## src/hdl/lppd_pkg.sv

```systemverilog
// Shared types and constants of the length-prefixed packet deframer.
// Depends on nothing; imported by the deframer core.
package lppd_pkg;

  // Frame geometry
  localparam int FRAME_BYTES  = 64;
  localparam int HEADER_BYTES = 4;
  localparam int PAYLOAD_MAX  = FRAME_BYTES - HEADER_BYTES;
  localparam int ADDR_W       = $clog2(PAYLOAD_MAX);
  localparam int CNT_W        = $clog2(FRAME_BYTES);

  // Field widths
  localparam int BYTE_W = 8;
  localparam int CODE_W = 16;
  localparam int KIND_W = 3;
  localparam int PLEN_W = 6;
  localparam int CFG_IDX_W = 2;

  // Event kinds
  localparam logic [KIND_W-1:0] EV_PACKET     = 3'd0;
  localparam logic [KIND_W-1:0] EV_PEER_ENDED = 3'd1;
  localparam logic [KIND_W-1:0] EV_GOODBYE    = 3'd2;
  localparam logic [KIND_W-1:0] EV_LINK_LOST  = 3'd3;
  localparam logic [KIND_W-1:0] EV_BAD_LENGTH = 3'd4;

  // Configuration register indexes
  localparam logic [CFG_IDX_W-1:0] CFG_END_CONN = 2'd0;
  localparam logic [CFG_IDX_W-1:0] CFG_GOODBYE  = 2'd1;

  typedef struct packed {
    logic [BYTE_W-1:0] rx_byte;
    logic              link_failed;
  } in_item_t;

  typedef struct packed {
    logic [KIND_W-1:0] event_kind;
    logic [CODE_W-1:0] frame_type;
    logic [PLEN_W-1:0] payload_len;
    logic [BYTE_W-1:0] data_byte;
    logic              byte_valid;
    logic              last_of_run;
    logic              link_lost_flag;
    logic              peer_ended_flag;
  } out_item_t;

endpackage

```

## src/hdl/length_prefixed_packet_deframer_core.sv

```systemverilog
// Length-prefixed packet deframer core: header parse, payload memory, replay.
// Depends on lppd_pkg for item types, frame geometry and event codes.
//
//   channel | direction | handshake          | payload
//   --------+-----------+--------------------+------------------------------
//   in      | input     | in_valid/in_stall   | in_item  (rx_byte, link_failed)
//   out     | output    | out_valid/out_stall | out_item (event and byte result)
//   cfg     | input     | cfg_we              | cfg_index, cfg_data
//
// A header or payload byte is accepted while the output is free. A completed
// frame replays its payload byte by byte, each a read of the payload memory
// (registered read port) then an output register load, with the input stalled.
// Reset clears all control state and both codes; the payload memory is not
// cleared. A stalled output holds the input stalled while a result is ready.
// After a bad length the block drops every item until reset.
module length_prefixed_packet_deframer_core (
  input  logic                        clk,
  input  logic                        rst,
  input  logic                        in_valid,
  output logic                        in_stall,
  input  lppd_pkg::in_item_t          in_item,
  output logic                        out_valid,
  input  logic                        out_stall,
  output lppd_pkg::out_item_t         out_item,
  input  logic                        cfg_we,
  input  logic [lppd_pkg::CFG_IDX_W-1:0] cfg_index,
  input  logic [lppd_pkg::CODE_W-1:0] cfg_data
);
  import lppd_pkg::*;

  localparam logic [1:0] ST_RECV = 2'd0;
  localparam logic [1:0] ST_RD   = 2'd1;
  localparam logic [1:0] ST_WR   = 2'd2;
  localparam logic [1:0] ST_HALT = 2'd3;

  localparam logic [CNT_W-1:0] HDR_CNT = CNT_W'(HEADER_BYTES);

  logic [1:0]        state, state_next;
  logic [CODE_W-1:0] end_code, goodbye_code;
  logic [CODE_W-1:0] header_type, header_type_next;
  logic [CODE_W-1:0] decl_len, decl_len_next;
  logic [CNT_W-1:0]  bytes_rcvd, bytes_rcvd_next;
  logic [CNT_W-1:0]  target, target_next;
  logic [CNT_W-1:0]  cnt;
  logic              lost, lost_next, ended, ended_next;
  logic [KIND_W-1:0] kind, kind_next, kind_c;
  logic [PLEN_W-1:0] plen, plen_next, plen_c;
  logic [ADDR_W-1:0] rd_addr, rd_addr_next;
  logic [BYTE_W-1:0] rd_data;
  logic              frame_done;

  logic              mem_we;
  logic [ADDR_W-1:0] wr_addr;
  logic [BYTE_W-1:0] payload_mem [PAYLOAD_MAX];

  logic              in_acc, out_free, load;
  out_item_t         res;

  assign out_free = !out_valid || !out_stall;
  assign in_stall = !((state == ST_RECV && out_free) || state == ST_HALT);
  assign in_acc   = in_valid && !in_stall;
  assign cnt      = bytes_rcvd + 1'b1;
  assign wr_addr  = ADDR_W'(bytes_rcvd - HDR_CNT);

  // Parse the stream, decide results and sequence the replay
  always_comb begin
    state_next       = state;
    header_type_next = header_type;
    decl_len_next    = decl_len;
    bytes_rcvd_next  = bytes_rcvd;
    target_next      = target;
    lost_next        = lost;
    ended_next       = ended;
    kind_next        = kind;
    plen_next        = plen;
    rd_addr_next     = rd_addr;
    mem_we           = 1'b0;
    load             = 1'b0;
    res              = '0;
    frame_done       = 1'b0;
    kind_c           = EV_PACKET;
    plen_c           = '0;
    case (state)
      ST_RECV: begin
        if (in_acc) begin
          if (in_item.link_failed) begin
            lost_next           = 1'b1;
            load                = 1'b1;
            res.event_kind      = EV_LINK_LOST;
            res.last_of_run     = 1'b1;
            res.link_lost_flag  = 1'b1;
            res.peer_ended_flag = ended;
          end else begin
            // Shift header fields in, store payload bytes
            if (bytes_rcvd < CNT_W'(2)) begin
              header_type_next = {header_type[BYTE_W-1:0], in_item.rx_byte};
            end else if (bytes_rcvd < HDR_CNT) begin
              decl_len_next = {decl_len[BYTE_W-1:0], in_item.rx_byte};
            end else begin
              mem_we = 1'b1;
            end
            bytes_rcvd_next = cnt;
            if (cnt >= target) begin
              if (cnt == HDR_CNT) begin
                if (decl_len_next >= CODE_W'(FRAME_BYTES) ||
                    decl_len_next < CODE_W'(HEADER_BYTES)) begin
                  state_next          = ST_HALT;
                  load                = 1'b1;
                  res.event_kind      = EV_BAD_LENGTH;
                  res.frame_type      = header_type_next;
                  res.last_of_run     = 1'b1;
                  res.link_lost_flag  = lost;
                  res.peer_ended_flag = ended;
                end else begin
                  target_next = decl_len_next[CNT_W-1:0];
                  frame_done  = (CODE_W'(cnt) >= decl_len_next);
                end
              end else begin
                frame_done = 1'b1;
              end
            end
            // Close the frame: classify, then report it at once if empty or start the replay
            if (frame_done) begin
              plen_c          = PLEN_W'(decl_len_next - CODE_W'(HEADER_BYTES));
              bytes_rcvd_next = '0;
              target_next     = HDR_CNT;
              if (header_type_next == end_code) begin
                ended_next = 1'b1;
                kind_c     = EV_PEER_ENDED;
              end else if (header_type_next == goodbye_code) begin
                lost_next = 1'b1;
                kind_c    = EV_GOODBYE;
              end
              if (plen_c == '0) begin
                load                = 1'b1;
                res.event_kind      = kind_c;
                res.frame_type      = header_type_next;
                res.last_of_run     = 1'b1;
                res.link_lost_flag  = lost_next;
                res.peer_ended_flag = ended_next;
              end else begin
                state_next   = ST_RD;
                kind_next    = kind_c;
                plen_next    = plen_c;
                rd_addr_next = '0;
              end
            end
          end
        end
      end
      ST_RD: begin
        state_next = ST_WR;
      end
      ST_WR: begin
        if (out_free) begin
          load                = 1'b1;
          res.event_kind      = kind;
          res.frame_type      = header_type;
          res.payload_len     = plen;
          res.data_byte       = rd_data;
          res.byte_valid      = 1'b1;
          res.last_of_run     = (PLEN_W'(rd_addr) == plen - 1'b1);
          res.link_lost_flag  = lost;
          res.peer_ended_flag = ended;
          if (res.last_of_run) begin
            state_next = ST_RECV;
          end else begin
            rd_addr_next = rd_addr + 1'b1;
            state_next   = ST_RD;
          end
        end
      end
      default: begin
        state_next = ST_HALT;
      end
    endcase
  end

  // Payload memory: one write port, one registered read port
  always_ff @(posedge clk) begin
    if (mem_we) begin
      payload_mem[wr_addr] <= in_item.rx_byte;
    end
    if (state == ST_RD) begin
      rd_data <= payload_mem[rd_addr];
    end
  end

  // Control registers
  always_ff @(posedge clk) begin
    if (rst) begin
      state        <= ST_RECV;
      end_code     <= '0;
      goodbye_code <= '0;
      header_type  <= '0;
      decl_len     <= '0;
      bytes_rcvd   <= '0;
      target       <= HDR_CNT;
      lost         <= 1'b0;
      ended        <= 1'b0;
      out_valid    <= 1'b0;
    end else begin
      state       <= state_next;
      header_type <= header_type_next;
      decl_len    <= decl_len_next;
      bytes_rcvd  <= bytes_rcvd_next;
      target      <= target_next;
      lost        <= lost_next;
      ended       <= ended_next;
      if (cfg_we && cfg_index == CFG_END_CONN) begin
        end_code <= cfg_data;
      end
      if (cfg_we && cfg_index == CFG_GOODBYE) begin
        goodbye_code <= cfg_data;
      end
      // Hold the result until taken, then load or drop valid
      if (load) begin
        out_valid <= 1'b1;
      end else if (!out_stall) begin
        out_valid <= 1'b0;
      end
    end
  end

  // Replay context and output payload
  always_ff @(posedge clk) begin
    kind    <= kind_next;
    plen    <= plen_next;
    rd_addr <= rd_addr_next;
    if (load) begin
      out_item <= res;
    end
  end

endmodule
```

## config.mk

```make
export PLATFORM = sky130hd
export DESIGN_NAME = length_prefixed_packet_deframer_core
export DESIGN_NICKNAME = d
export VERILOG_FILES = /design/src/hdl/lppd_pkg.sv /design/src/hdl/length_prefixed_packet_deframer_core.sv
export SDC_FILE = /design/constraint.sdc
export NUM_CORES = 1
export LEC_CHECK = 0
export BUFFER_PORTS_ARGS = -buffer_cell sky130_fd_sc_hd__buf_2
export CAP_MARGIN = 20
export CORE_UTILIZATION = 55
export CTS_CLUSTER_DIAMETER = 100
export DETAILED_ROUTE_END_ITERATION = 10
export GPL_ROUTABILITY_DRIVEN = 0
export HOLD_SLACK_MARGIN = 0.08
export PLACE_DENSITY = 0.72
export SYNTH_ARGS = -nofsm -noshare
export SYNTH_HDL_FRONTEND = slang
export SYNTH_SLANG_ARGS = --single-unit
```

## constraint.sdc

```tcl
create_clock -name clk -period 11.61 [get_ports clk]
set_input_delay 1.161 -clock clk [delete_from_list [all_inputs] [get_ports clk]]
set_output_delay 1.161 -clock clk [all_outputs]
set_load 0.01 [all_outputs]
```

Word-level counts from Yosys, hierarchy flattened
Memory sizes are Yosys's and may differ from the RTL's. A register that Yosys moved wholly into a read port is not among the register bits.
Cells that the tools add are included.
- memories: 1
- logic and storage cells: 156
- bits in registers: 133
- memory bits (writable): 480
- output and inout port bits: 39
- memory list (memory ; depth ; width ; rd ports ; clocked after Yosys merged registers in ; write ports ; RTL line ; source):
    payload_mem ; 60 ; 8 ; 1 ; 1 ; 1 ; length_prefixed_packet_deframer_core.sv:54 ; logic [BYTE_W-1:0] payload_mem [PAYLOAD_MAX];
- equality and inequality tests: 16
- bitwise gates (word level): 2
- mux-type cells: 80
- $lt $le $gt $ge: 6
- reduce and logical (&&, ||, !) cells: 25
- add/subtract/negate cells: 5
- operators with widths (operator ; number):
    $mux W16 ; 10
    $mux W19 ; 6
    $mux W6 ; 11
    $pmux W19 S2 ; 1
    $mux W37 ; 1
    $eq A16 B16 Y1 ; 2
    $mux W1 ; 29
    $mux W3 ; 8
    $mux W2 ; 10
    $ge A16 B7 Y1 const B ; 1
    $ge A6 B16 Y1 ; 1
    $lt A16 B3 Y1 const B ; 1
    $add A6 B1 Y6 const B ; 2
    $pmux W6 S2 ; 1
    $sub A6 B3 Y6 const B ; 2
    $ne A2 B2 Y1 const B ; 5
    $reduce_and A3 Y1 ; 3
    $reduce_bool A2 Y1 ; 4
    $reduce_and A7 Y1 ; 1
    $eq A6 B3 Y1 const B ; 1
    $eq A6 B6 Y1 ; 1
    $ge A6 B6 Y1 ; 1
    $logic_not A6 Y1 ; 1
    $lt A6 B2 Y1 const B ; 1
    other kinds (17) ; 30

Depth between registers and ports, before layout
Gate-level depths: netlist of the first run.
- word-level depth: 20
- mapped depth: 19
- gate-level depth less buffers: 15

Worst setup path after synthesis of the first run
No wires, ideal clock.
- path type: register to register
- start: register bytes_rcvd[2]
- end: register out_item[0] (netlist bit), enable pin
- cell stages (with the launch flop): 17
- data required time: 11.218 ns
- path slack: 7.394 ns
- clock period less this slack: 4.216 ns
- path buffers: 2
- arrival time: 3.825 ns
- cells stage by stage: dfxtp_1 -> buf_2 -> inv_1 -> ha_1 -> nor3b_4 -> nand2_1 -> clkbuf_1 -> a21oi_1 -> inv_1 -> ha_1 -> nand2b_1 -> a211oi_1 -> a2111oi_2 -> nor3_1 -> nor3_1 -> nor4_1 -> inv_1
- longest elaborated chain between the ends: 18
- elaborated cells between the ends (all ways): 30
- ends and longest elaborated chain (element ; RTL line ; source):
    from (decl) ; length_prefixed_packet_deframer_core.sv:42 ; logic [CNT_W-1:0] bytes_rcvd, bytes_rcvd_next;
    from (signal assigned) ; length_prefixed_packet_deframer_core.sv:206 ; bytes_rcvd <= bytes_rcvd_next;
    $lt A6 B3 Y1 ; length_prefixed_packet_deframer_core.sv:97 ; end else if (bytes_rcvd < HDR_CNT) begin
    $mux W16 ; length_prefixed_packet_deframer_core.sv:97 ;
    $mux W16 ; length_prefixed_packet_deframer_core.sv:95 ; if (bytes_rcvd < CNT_W'(2)) begin
    $mux W16 ; length_prefixed_packet_deframer_core.sv:86 ; if (in_item.link_failed) begin
    $mux W16 ; length_prefixed_packet_deframer_core.sv:85 ; if (in_acc) begin
    $mux W16 ; length_prefixed_packet_deframer_core.sv:83 ; case (state)
    $ge A16 B7 Y1 / $lt A16 B3 Y1 (equally long branches) ; length_prefixed_packet_deframer_core.sv:105, length_prefixed_packet_deframer_core.sv:106 ;
    $logic_or A1 B1 Y1 ; length_prefixed_packet_deframer_core.sv:105 ; if (decl_len_next >= CODE_W'(FRAME_BYTES) ||
    (+3 left out) ; - ;
    $mux W1 ; length_prefixed_packet_deframer_core.sv:86 ;
    $mux W1 ; length_prefixed_packet_deframer_core.sv:85 ;
    $mux W1 ; length_prefixed_packet_deframer_core.sv:83 ;
    $mux W1 (*) ; length_prefixed_packet_deframer_core.sv:123 ; if (frame_done) begin
    $mux W1 (*) ; length_prefixed_packet_deframer_core.sv:86 ;
    $mux W1 (*) ; length_prefixed_packet_deframer_core.sv:85 ;
    $pmux W1 S2 (*) ; length_prefixed_packet_deframer_core.sv:83 ;
    net load ; length_prefixed_packet_deframer_core.sv:56 ; logic in_acc, out_free, load;
    to (signal assigned) ; length_prefixed_packet_deframer_core.sv:231 ; out_item <= res;
    to (decl) ; length_prefixed_packet_deframer_core.sv:24 ; output lppd_pkg::out_item_t out_item,
The timed path passes the listed nets; every way through them passes the cells marked *. The select of a mux whose other input is x is not followed.
A chain may end at the register's enable or synchronous reset.

Worst setup path in the final report of the first run
- start: register bytes_rcvd[2]
- end: register rd_addr[1], enable pin
- longest elaborated chain between the ends: 16
- elaborated cells between the ends (all ways): 25
- ends and longest elaborated chain (element ; RTL line ; source):
    $lt A6 B3 Y1 ; length_prefixed_packet_deframer_core.sv:97 ;
    $mux W16 ; length_prefixed_packet_deframer_core.sv:97 ;
    $mux W16 ; length_prefixed_packet_deframer_core.sv:95 ;
    $mux W16 ; length_prefixed_packet_deframer_core.sv:86 ;
    $mux W16 ; length_prefixed_packet_deframer_core.sv:85 ;
    $mux W16 ; length_prefixed_packet_deframer_core.sv:83 ;
    $ge A16 B7 Y1 / $lt A16 B3 Y1 (equally long branches) ; length_prefixed_packet_deframer_core.sv:105, length_prefixed_packet_deframer_core.sv:106 ;
    $logic_or A1 B1 Y1 ; length_prefixed_packet_deframer_core.sv:105 ;
    $mux W1 ; length_prefixed_packet_deframer_core.sv:105 ;
    $mux W1 ; length_prefixed_packet_deframer_core.sv:104 ; if (cnt == HDR_CNT) begin
    $mux W1 ; length_prefixed_packet_deframer_core.sv:103 ; if (cnt >= target) begin
    $mux W1 ; length_prefixed_packet_deframer_core.sv:86 ;
    $mux W1 ; length_prefixed_packet_deframer_core.sv:85 ;
    $mux W1 ; length_prefixed_packet_deframer_core.sv:83 ;
    $ne A2 B1 Y1 (no source line) ; - ;
    $reduce_and A7 Y1 (no source line) (*) ; - ;
    to (signal assigned) ; length_prefixed_packet_deframer_core.sv:229 ; rd_addr <= rd_addr_next;
    to (decl) ; length_prefixed_packet_deframer_core.sv:48 ; logic [ADDR_W-1:0] rd_addr, rd_addr_next;
Every way passes the cells marked *; elsewhere a longest branch is shown, timed or not. The select of a mux whose other input is x is not followed.

==> impl_results.md, run 1 <==
* Status: completed
* LEAKAGE at 9.37 nW
* Seq. cell area at 17,800 um^2
* Share of post-route cells with drive strength above 1 at 0.171
* Initial drt markers at 2,015
* Power Density at 161 nW/um^2
* CP Class: register to register
* FF+latch count, synth at 620
* Post-synthesis sequential area ratio at 0.689
* Synthesis-to-finish area growth at 11.3%
* Hold path depth at 2
* WP data arrival at 5.84 ns
* Hold wc startpoint: decl_len[14]
* Initial core utilization at 0.556
* Die area at 47,900 um^2
* Cell Int Power at 3.66 mW
* Combinational share of power at 0.035
* Reg2reg end: rd_addr[1]
* PortBufs at 70
* Main flop type after synthesis: edfxtp_1
* CTS buffer count at 59
* CTS clk-pin slew, worst paths at 0.06 ns
* HP Class: register to register
* Count of cell types in the netlist at 75
* Clock sink count at 620
* CP Launch Type: register
* TritonRoute pass-1 iters at 6
* Layout Utilization at 0.619
* Drt wl/cell at 25.3 um
* Max-cap violations at 0
* Max-slew violations at 0
* FILL cells at 3,379
* Tmin final at 5.61 ns
* Peak supply drop at 0.158 mV
* Internal reg-to-reg setup slack at 6.00 ns
* CTS tree: yes
* Clock Path Buffers at 3
* Power share of the clock group at 0.435
* Rel. slew slack at 0.236
* Post-CTS Hold Fix Bufs at 0
* Routed via count at 15,200
* FF-to-FF path depth at 14
* Post-Syn Area at 25,900 um^2
* Postcts setup bufs at 0
* I/O pin cnt at 71
* Crit share post-route at 0.483
* Horiz. Die Dim at 219 um
* Crit path max fanout at 18
* GRT Residual Overflow at 0
* Placeable core region at 46,500 um^2
* Fmax at 0.178 GHz
* Worst R2R Start: bytes_rcvd[2]
* Setup TNS at 0 ns
* Net count after synthesis at 1,743
* CP Capture Type: register
* Area contributors post-synth: edfxtp_1 (63%), mux4_2 (8.7%), dfxtp_1 (6.3%), mux2i_1 (2.9%), nand2_1 (2.2%)
* Worst-margin pin slew at 1.14 ns
* Reg power frac at 0.530
* # DRC at 0
* Syn Area/Cell at 15.3 um^2
* Root buffer cell: clkbuf_16
* Largest net degree at the start of global routing at 107
* Post_cts resized at 0
* ANT cells at 0
* H-tree Lvls at 2
* Vias in the first global route at 14,700
* Post-synth top area cell: edfxtp_1
* Final net count at 1,800
* Gr usage total at 0.259
* Initial antenna violation count at 0
* WHS Endpoint: decl_len[14]
* Clock Latency Late Sink at 0.62 ns
* Mapped Cells at 1,692
* Syn. warnings at 0
* Clk_skew at 0.0104 ns
* Final Hold Fails at 0
* Net Switching at 963 uW
* Routed vias/inst at 6.33
* # setup viols final at 0
* Area share of the largest cell type after synthesis at 0.626
* DRT antenna net count at 0
* Number of flops mapped to enable cells by yosys at 539
* Row count at 79
* RSZ-0062 raised after global routing: false
* Aggregate routed wire length at 60.8 mm
* Switching fraction of total power at 0.208
* WP data required at 11.84 ns
* Die Y at 219 um
* Area occupied by multi-input gates at 7450 um^2
* First-pass GRT wire length at 91.4 mm
* Post-DP HPWL at 38.0 mm
* Asr flop ratio synth at 0
-- synthesized netlist by cell type (3+ instances only) --
cell and count:
nand3b_1 5, o21ai_0 23, nor2_1 106, nand2_1 151
a211oi_1 18, or4_1 4, buf_6 4, edfxtp_1 539
mux4_2 100, inv_1 42, o211ai_1 4, buf_2 21
and2_1 17, and3_1 5, nor4_1 11, or3_1 18
dfxtp_1 81, o22ai_1 23, nand4_1 9, a22o_1 16
a21o_1 5, ha_1 19, xor2_1 16, o31ai_1 5
a2111oi_0 3, nand3_1 40, o2111ai_1 5, nor3_1 19
xnor2_1 26, nor2b_1 9, mux2i_1 74, a31oi_1 3
clkbuf_1 63, o32ai_1 3, nand2b_1 15, buf_1 10
o21a_1 3, o221ai_1 37, a21oi_1 93
-- cells in the final DEF (no fill, tap or decap), drive strengths merged, types with 17 or more instances in the layout --
master,synthesis,layout
edfxtp,539,539
nand2,152,152
nor2,108,108
mux4,100,100
buf,37,96
a21oi,93,93
dfxtp,81,81
mux2i,74,74
clkbuf,63,65
inv,42,45
nand3,40,40
o221ai,37,37
clkinv,1,28
xnor2,26,26
o21ai,26,26
o22ai,23,23
nor3,19,19
ha,19,19
a211oi,19,19
or3,19,19
and2,17,17
-- state kept, by name (all words and copies together), names as in the netlist, 2 cells and up --
register      flops
payload_mem     480
out_item         37
decl_len         16
end_code         16
goodbye_code     16
header_type      16
rd_data           8
bytes_rcvd        6
plen              6
rd_addr           6
target            6
kind              2
state             2
-- critical path: stages (launching register included) --
cell and delay, ns:
dfxtp_1 0.41, inv_1 0.23, ha_1 0.29, nor3b_4 0.62, nand2_1 0.42, a21oi_1 0.35, inv_1 0.11, ha_1 0.28
nand2b_1 0.13, a211oi_1 0.09, a2111oi_2 0.44, a2bb2oi_1 0.22, o21a_1 0.58, nand2_1 0.20, a211oi_1 0.85
-- worst max path at each step --
stage                   from          end  slack [ns]  cells after the start
2_1_floorplan  bytes_rcvd[2]  out_item[0]        7.39                     16
3_3_place_gp   bytes_rcvd[2]   rd_addr[3]        6.49                     14
3_5_place_dp   bytes_rcvd[2]   rd_addr[5]        6.14                     14
4_1_cts        bytes_rcvd[2]   rd_addr[1]        6.10                     14
5_1_grt        bytes_rcvd[2]   rd_addr[1]        5.64                     14
6_report       bytes_rcvd[2]   rd_addr[1]        6.00                     14
-- metal layers --
layer / GRT usage / routed length, um / vias up
li1: - / - / 6702
met1: 0.372 / 25000 / 7670
met2: 0.415 / 29500 / 738
met3: 0.0399 / 4680 / 122
met4: 0.0738 / 1610 / 0
met5: 0 / 0 / -
-- cell type report --
| type | instances | area share |
|---|---|---|
| Tap cell | 607 | 0.0264 |
| Clock buffer | 65 | 0.0524 |
| Multi-Input combinational cell | 929 | 0.259 |
| Sequential cell | 620 | 0.619 |
| Clock inverter | 45 | 0.0179 |
| Inverter | 43 | 0.00561 |
| Timing Repair Buffer | 96 | 0.0199 |
-- power by group through the flow --
| stage | Sequential [mW] | Clock (mW) | Combinational [mW] |
|---|---|---|---|
| CTS | 2.45 | 2.03 | 0.160 |
| finish | 2.45 | 2.01 | 0.162 |
| floorplan | 2.49 | 0 | 0.0896 |
| detailed placement | 2.50 | 0 | 0.159 |
| global route | 2.45 | 2.11 | 0.175 |
| global placement | 2.50 | 0 | 0.155 |
-- cells by family after synthesis --
| kind of cell | Yosys count | synth area share |
|---|---|---|
| multiplexers | 174 | 0.116 |
| AND/OR/NAND/NOR | 423 | 0.0770 |
| adder cells (fa/ha/maj) | 19 | 0.00920 |
| AO/OA/AOI/OAI | 271 | 0.0717 |
| buffers and inverters | 143 | 0.0232 |
| flip-flops | 620 | 0.689 |
| XOR/XNOR | 42 | 0.0142 |
-- per-stage QoR --
step / instances / setup WS (ns) / hold slack (ns) / instance area (um^2) / total power, mW
finish: 2405 / 6.00 / 0.454 / 28800 / 4.63
global route: 2405 / 5.64 / 0.474 / 28800 / 4.74
global placement: 2292 / 6.49 / 0.441 / 26700 / 2.65
detailed placement: 2294 / 6.14 / 0.446 / 26700 / 2.66
floorplan: 1692 / 7.39 / 0.431 / 25900 / 2.58
CTS: 2404 / 6.10 / 0.455 / 28800 / 4.64
No activity file was read; power rests on OpenSTA's default activity.
==> run 2: changes to the inputs <==
ABC_AREA = 1   (was unset)
clock period = 5.2 ns   (was 11.61 ns; I/O delays follow)
==> run 2 against run 1 <==
Net effect: the run now ends with design-rule violations left; register-to-register slack worse by 4.7 ns; synthesized cell count up 36%; non-clock buffer count grew 2; worst hold slack got worse by 0.33 ns; core utilization increased by 0.12 points; largest cell class unchanged.
==> impl_results.md, run 2 <==
* Placed instance area at 26,900 um^2
* Power Density at 362 nW/um^2
* Row count at 79
* Largest reg by FF count: payload_mem
* HP Class: primary input to register
* Initial drt markers at 2,270
* Layout Utilization at 0.621
* FILL cells at 3,556
* Net count after synthesis at 2,355
* Worst-margin pin slew at 0.986 ns
* Final Hold Fails at 0
* Crit path max fanout at 13
* Vias in the first global route at 17,100
* Max-slew violations at 0
* Routed via count at 18,000
* Number of flops mapped to enable cells by yosys at 539
* Mapped Cells at 2,304
* Commonest non-fill, non-tap cell in the layout: edfxtp_1
* Pwr Total at 10.5 mW
* PortBufs at 70
* Design Area, Final at 29,000 um^2
* RSZ-0062 raised after global routing: false
* Max-cap violations at 0
* Post-synth top area cell: edfxtp_1
* Area contributors post-synth: edfxtp_1 (62%), dfxtp_1 (6.2%), nor2_1 (6.2%), o21ai_0 (6.1%), nand2_1 (3.2%)
* Initial antenna violation count at 0
* CP Launch Type: register
* # setup viols final at 0
* CP Class: register to register
* Post-synthesis sequential area ratio at 0.682
* Synth cell count leaders: edfxtp_1 (539), nor2_1 (428), o21ai_0 (317), nand2_1 (223), inv_1 (135)
* CTS tree: yes
* DRT antenna net count at 0
* Crit share post-route at 0.742
* Clock sink count at 620
* Clock Path Buffers at 3
* Peak supply drop at 0.273 mV
* ANT cells at 0
* GRT Residual Overflow at 0
* Post_cts resized at 0
* Die area at 48,300 um^2
* WP data required at 5.45 ns
* Postcts setup bufs at 0
* I/O pin cnt at 71
* Asr flop ratio synth at 0
* Placeable core region at 46,700 um^2
* Post-Syn Area at 26,100 um^2
* Count leader, synth: edfxtp_1
* Largest net degree at the start of global routing at 193
* Syn Area/Cell at 11.3 um^2
* Post-DP HPWL at 39.3 mm
* Tmin final at 3.86 ns
* # DRC at 2
* Post-CTS Hold Fix Bufs at 0
* LEAKAGE at 10.1 nW
* Setup TNS at 0 ns
* Routed vias/inst at 6.02
* Rel. slew slack at 0.338
* H-tree Lvls at 2
* Initial core utilization at 0.559
* Gr usage total at 0.274
* WP data arrival at 4.11 ns
* CTS clk-pin slew, worst paths at 0.06 ns
* Share of post-route cells with drive strength above 1 at 0.106
* Largest regs: payload_mem: 480 flops, out_item: 37 flops
* Main flop type after synthesis: edfxtp_1
* First-pass GRT wire length at 99.8 mm
* Final net count at 2,386
* Failing checks: design-rule violations
* Clock Latency Late Sink at 0.63 ns
* Area share of the largest cell type after synthesis at 0.620
* Commonest cells after routing, fill and taps aside: edfxtp_1 (539), nor2_1 (428), o21ai_0 (317)
* CP Capture Type: register
* Synthesis-to-finish area growth at 10.9%
* FF+latch count, synth at 620
* Clk_skew at 0.0232 ns
* TritonRoute pass-1 iters at 9
* Syn. warnings at 0
* Die Y at 220 um
* Status: finished with violations
* Count of cell types in the netlist at 57
* CTS buffer count at 61
* Root buffer cell: clkbuf_16
* Number of flip-flops in the largest register at 480
* Aggregate routed wire length at 65.9 mm
* Fmax at 0.259 GHz
* Horiz. Die Dim at 220 um
* Drt wl/cell at 22.0 um
## run 2: final timing paths
check,from,end,slack [ns],cells after the start
setup / recovery,bytes_rcvd[2],plen[4],1.34,17
hold / removal,cfg_data[5],end_code[5],0.13,3
setup reg to reg,bytes_rcvd[2],plen[4],1.34,17
hold reg to reg,goodbye_code[11],goodbye_code[11],0.46,2
## run 2: layout make-up
class | instances | area (um^2) | area share
tap | 607 | 759 | 0.0262
sequential | 620 | 17800 | 0.615
clock buffer | 79 | 1710 | 0.0590
timing repair buffer | 98 | 638 | 0.0220
inverter | 143 | 549 | 0.0190
multi-input combinational | 1411 | 7190 | 0.248
clock inverter | 34 | 294 | 0.0102
## run 2: logic make-up after synthesis
| logic type | synth area share |
|---|---|
| flops | 0.682 |
| buf+inv | 0.0424 |
| mux | 0.00168 |
| compound gates | 0.130 |
| simple gates | 0.122 |
| xor+xnor | 0.0128 |
| fa+ha+maj | 0.00911 |
## run 2: critical path, cell delays in order, from the launching register on
cell	delay, ns
dfxtp_1	0.39
inv_1	0.20
ha_1	0.40
nand2_4	0.14
nor2_8	0.21
o21a_4	0.20
inv_1	0.07
ha_1	0.26
o21ai_0	0.08
nand2_1	0.08
nand2_1	0.05
nand3_1	0.09
nand3_1	0.07
nand2_1	0.06
nand2_1	0.04
nand2_1	0.12
nand3_2	0.20
nor3_1	0.81
## run 2: metrics by stage
step                      hold slack, ns  std cells  worst slack, ns
after floorplan                    0.436       2304             1.42
after global placement             0.444       2877             1.49
after detailed placement           0.452       2877             1.35
after CTS                          0.104       2990             1.34
after global routing               0.119       2992            0.941
final                              0.128       2992             1.34
## run 2: routing by layer
metal  wire length, um  track usage  vias up  part of all wire
li1                  -            -     8261                 -
met1             25800        0.365     8745              0.39
met2             32100        0.450      868              0.49
met3              5580       0.0457      145             0.085
met4              2400        0.105        0             0.036
met5                 0            0        -                 0
## run 2: report_power, final
part	total, mW	internal (mW)	switching [mW]	leakage (nW)
sequential	5.48	5.45	0.0295	5.53
clock	4.41	2.55	1.85	0.996
combinational	0.605	0.169	0.436	3.57
==> run 3: changes to the inputs <==
clock period = 4 ns   (was 5.2 ns; I/O delays follow)
==> run 3 against run 2 <==
Net effect: the flow still finishes with violations (design-rule violations); global-route usage hardly changed; sequential cell count stayed put; clock skew is 0.0083 ns lower; count of clock-buffer cells in the layout is 7 higher; via count is 0.52% higher; final cell count is 1.2% higher; final area is 0.83% higher; worst hold slack better by 0.0029 ns; worst setup slack worse by 0.94 ns.
==> impl_results.md, run 3 (synthesis gave the netlist of run 2 again) <==
* Initial antenna violation count at 1
* H-tree Lvls at 2
* WP data arrival at 3.95 ns
* CP Capture Type: register
* Peak supply drop at 0.316 mV
* Die Y at 220 um
* First-pass GRT wire length at 99.6 mm
* CTS clk-pin slew, worst paths at 0.06 ns
* Clock Path Buffers at 3
* Horiz. Die Dim at 220 um
* CP Class: register to register
* Aggregate routed wire length at 66.1 mm
* Crit path max fanout at 37
* Routed via count at 18,100
* Placeable core region at 46,700 um^2
* Routed vias/inst at 5.98
* # setup viols final at 0
* Root buffer cell: clkbuf_16
* Crit share post-route at 0.899
* FILL cells at 3,510
* Largest regs: payload_mem: 480 flops, out_item: 37 flops
* PortBufs at 70
* CTS buffer count at 61
* Pwr Total at 13.5 mW
* Placed instance area at 27,100 um^2
* Fmax at 0.278 GHz
* Largest reg by FF count: payload_mem
* TritonRoute pass-1 iters at 9
* Worst R2R Start: bytes_rcvd[2]
* Max-cap violations at 0
* Worst-margin pin slew at 0.947 ns
* LEAKAGE at 10.2 nW
* Gr usage total at 0.274
* Clk_skew at 0.0149 ns
* Number of flip-flops in the largest register at 480
* Final net count at 2,419
* Commonest cells after routing, fill and taps aside: edfxtp_1 (539), nor2_1 (428), o21ai_0 (317)
* Crit. Startpoint: bytes_rcvd[2]
* Commonest non-fill, non-tap cell in the layout: edfxtp_1
* Largest net degree at the start of global routing at 116
* Drt wl/cell at 21.8 um
* Failing checks: design-rule violations
* Design Area, Final at 29,200 um^2
* Initial core utilization at 0.559
* CP Launch Type: register
* HP Class: primary input to register
* Vias in the first global route at 17,100
* WP data required at 4.36 ns
* RSZ-0062 raised after global routing: false
* Clock Latency Late Sink at 0.63 ns
* Post-DP HPWL at 40.2 mm
* Hold wc startpoint: cfg_data[15]
* Share of post-route cells with drive strength above 1 at 0.108
* Row count at 79
* Max-slew violations at 0
* GRT Residual Overflow at 0
* Status: finished with violations
* Initial drt markers at 2,260
* Die area at 48,300 um^2
* Setup TNS at 0 ns
* CTS tree: yes
* Synthesis-to-finish area growth at 11.8%
* Rel. slew slack at 0.366
* # DRC at 4
* Power Density at 461 nW/um^2
* Tmin final at 3.59 ns
* Clock sink count at 620
* DRT antenna net count at 0
* I/O pin cnt at 71
* Postcts setup bufs at 0
* Final Hold Fails at 0
-- run 3: cell types whose count changed in the layout (fill, tap and decap cells not counted), moves of 2 or more --
| cell | change |
|---|---|
| buf_12 | +3 |
| buf_4 | +16 |
| bufinv_16 | -2 |
| clkbuf_1 | +7 |
| clkinv_1 | +2 |
| clkinv_2 | -8 |
| dlygate4sd3_1 | +15 |
-- run 3: worst paths after layout --
path | cells after the start | slack [ns] | end
setup / recovery | 19 | 0.41 | out_item[25]
hold / removal | 3 | 0.13 | goodbye_code[15]
setup reg to reg | 19 | 0.41 | out_item[25]
hold reg to reg | 2 | 0.46 | goodbye_code[3]
-- run 3: metrics by stage --
step                cells  hold slack [ns]  worst slack, ns  utilization
floorplan            2304            0.436            0.219            -
global placement     2896            0.443            0.482        0.581
detailed placement   2896            0.452            0.342        0.581
CTS                  3025           0.0882            0.304        0.625
global route         3026            0.137            0.125        0.626
finish               3027            0.131            0.406        0.626
-- run 3: area by class of cell --
| cell class | count | area [um^2] | share of cell area |
|---|---|---|---|
| Multi-Input combinational cell | 1411 | 7200 | 0.247 |
| Inverter | 143 | 549 | 0.0188 |
| Tap cell | 607 | 759 | 0.0260 |
| Clock inverter | 28 | 215 | 0.00737 |
| Antenna cell | 1 | 2.50 | 0.0000857 |
| Clock buffer | 86 | 1720 | 0.0588 |
| Sequential cell | 620 | 17800 | 0.610 |
| Timing Repair Buffer | 131 | 941 | 0.0322 |
-- run 3: worst max-delay path: stages (launching register included) --
cell	delay, ns
dfxtp_1	0.39
inv_1	0.21
ha_1	0.23
nand2_4	0.10
inv_4	0.14
nand3_4	0.19
o21ai_2	0.35
ha_1	0.29
o21ai_0	0.16
nand2_1	0.08
or2_1	0.21
nand3_1	0.09
nand2_1	0.05
nand2_1	0.05
nand2_1	0.12
nand4_4	0.16
nand3_1	0.08
nand2_1	0.10
nand2_1	0.09
buf_12	0.21
-- run 3: timing repair --
item	in CTS	in global routing
hold buffers	15	0
hold endpoints to repair	25	0
resized for setup	0	1
setup endpoints to repair	0	6
-- run 3: routing by layer --
layer  wire length, um  track usage
met5                 0            0
met4              2100        0.104
met3              5670       0.0440
met2             32300        0.454
met1             26000        0.364
-- run 3: power breakdown --
group	leakage (nW)	internal [mW]	switching, mW
Combinational	3.73	0.239	0.571
Clock	0.944	3.17	2.36
Sequential	5.53	7.09	0.0383
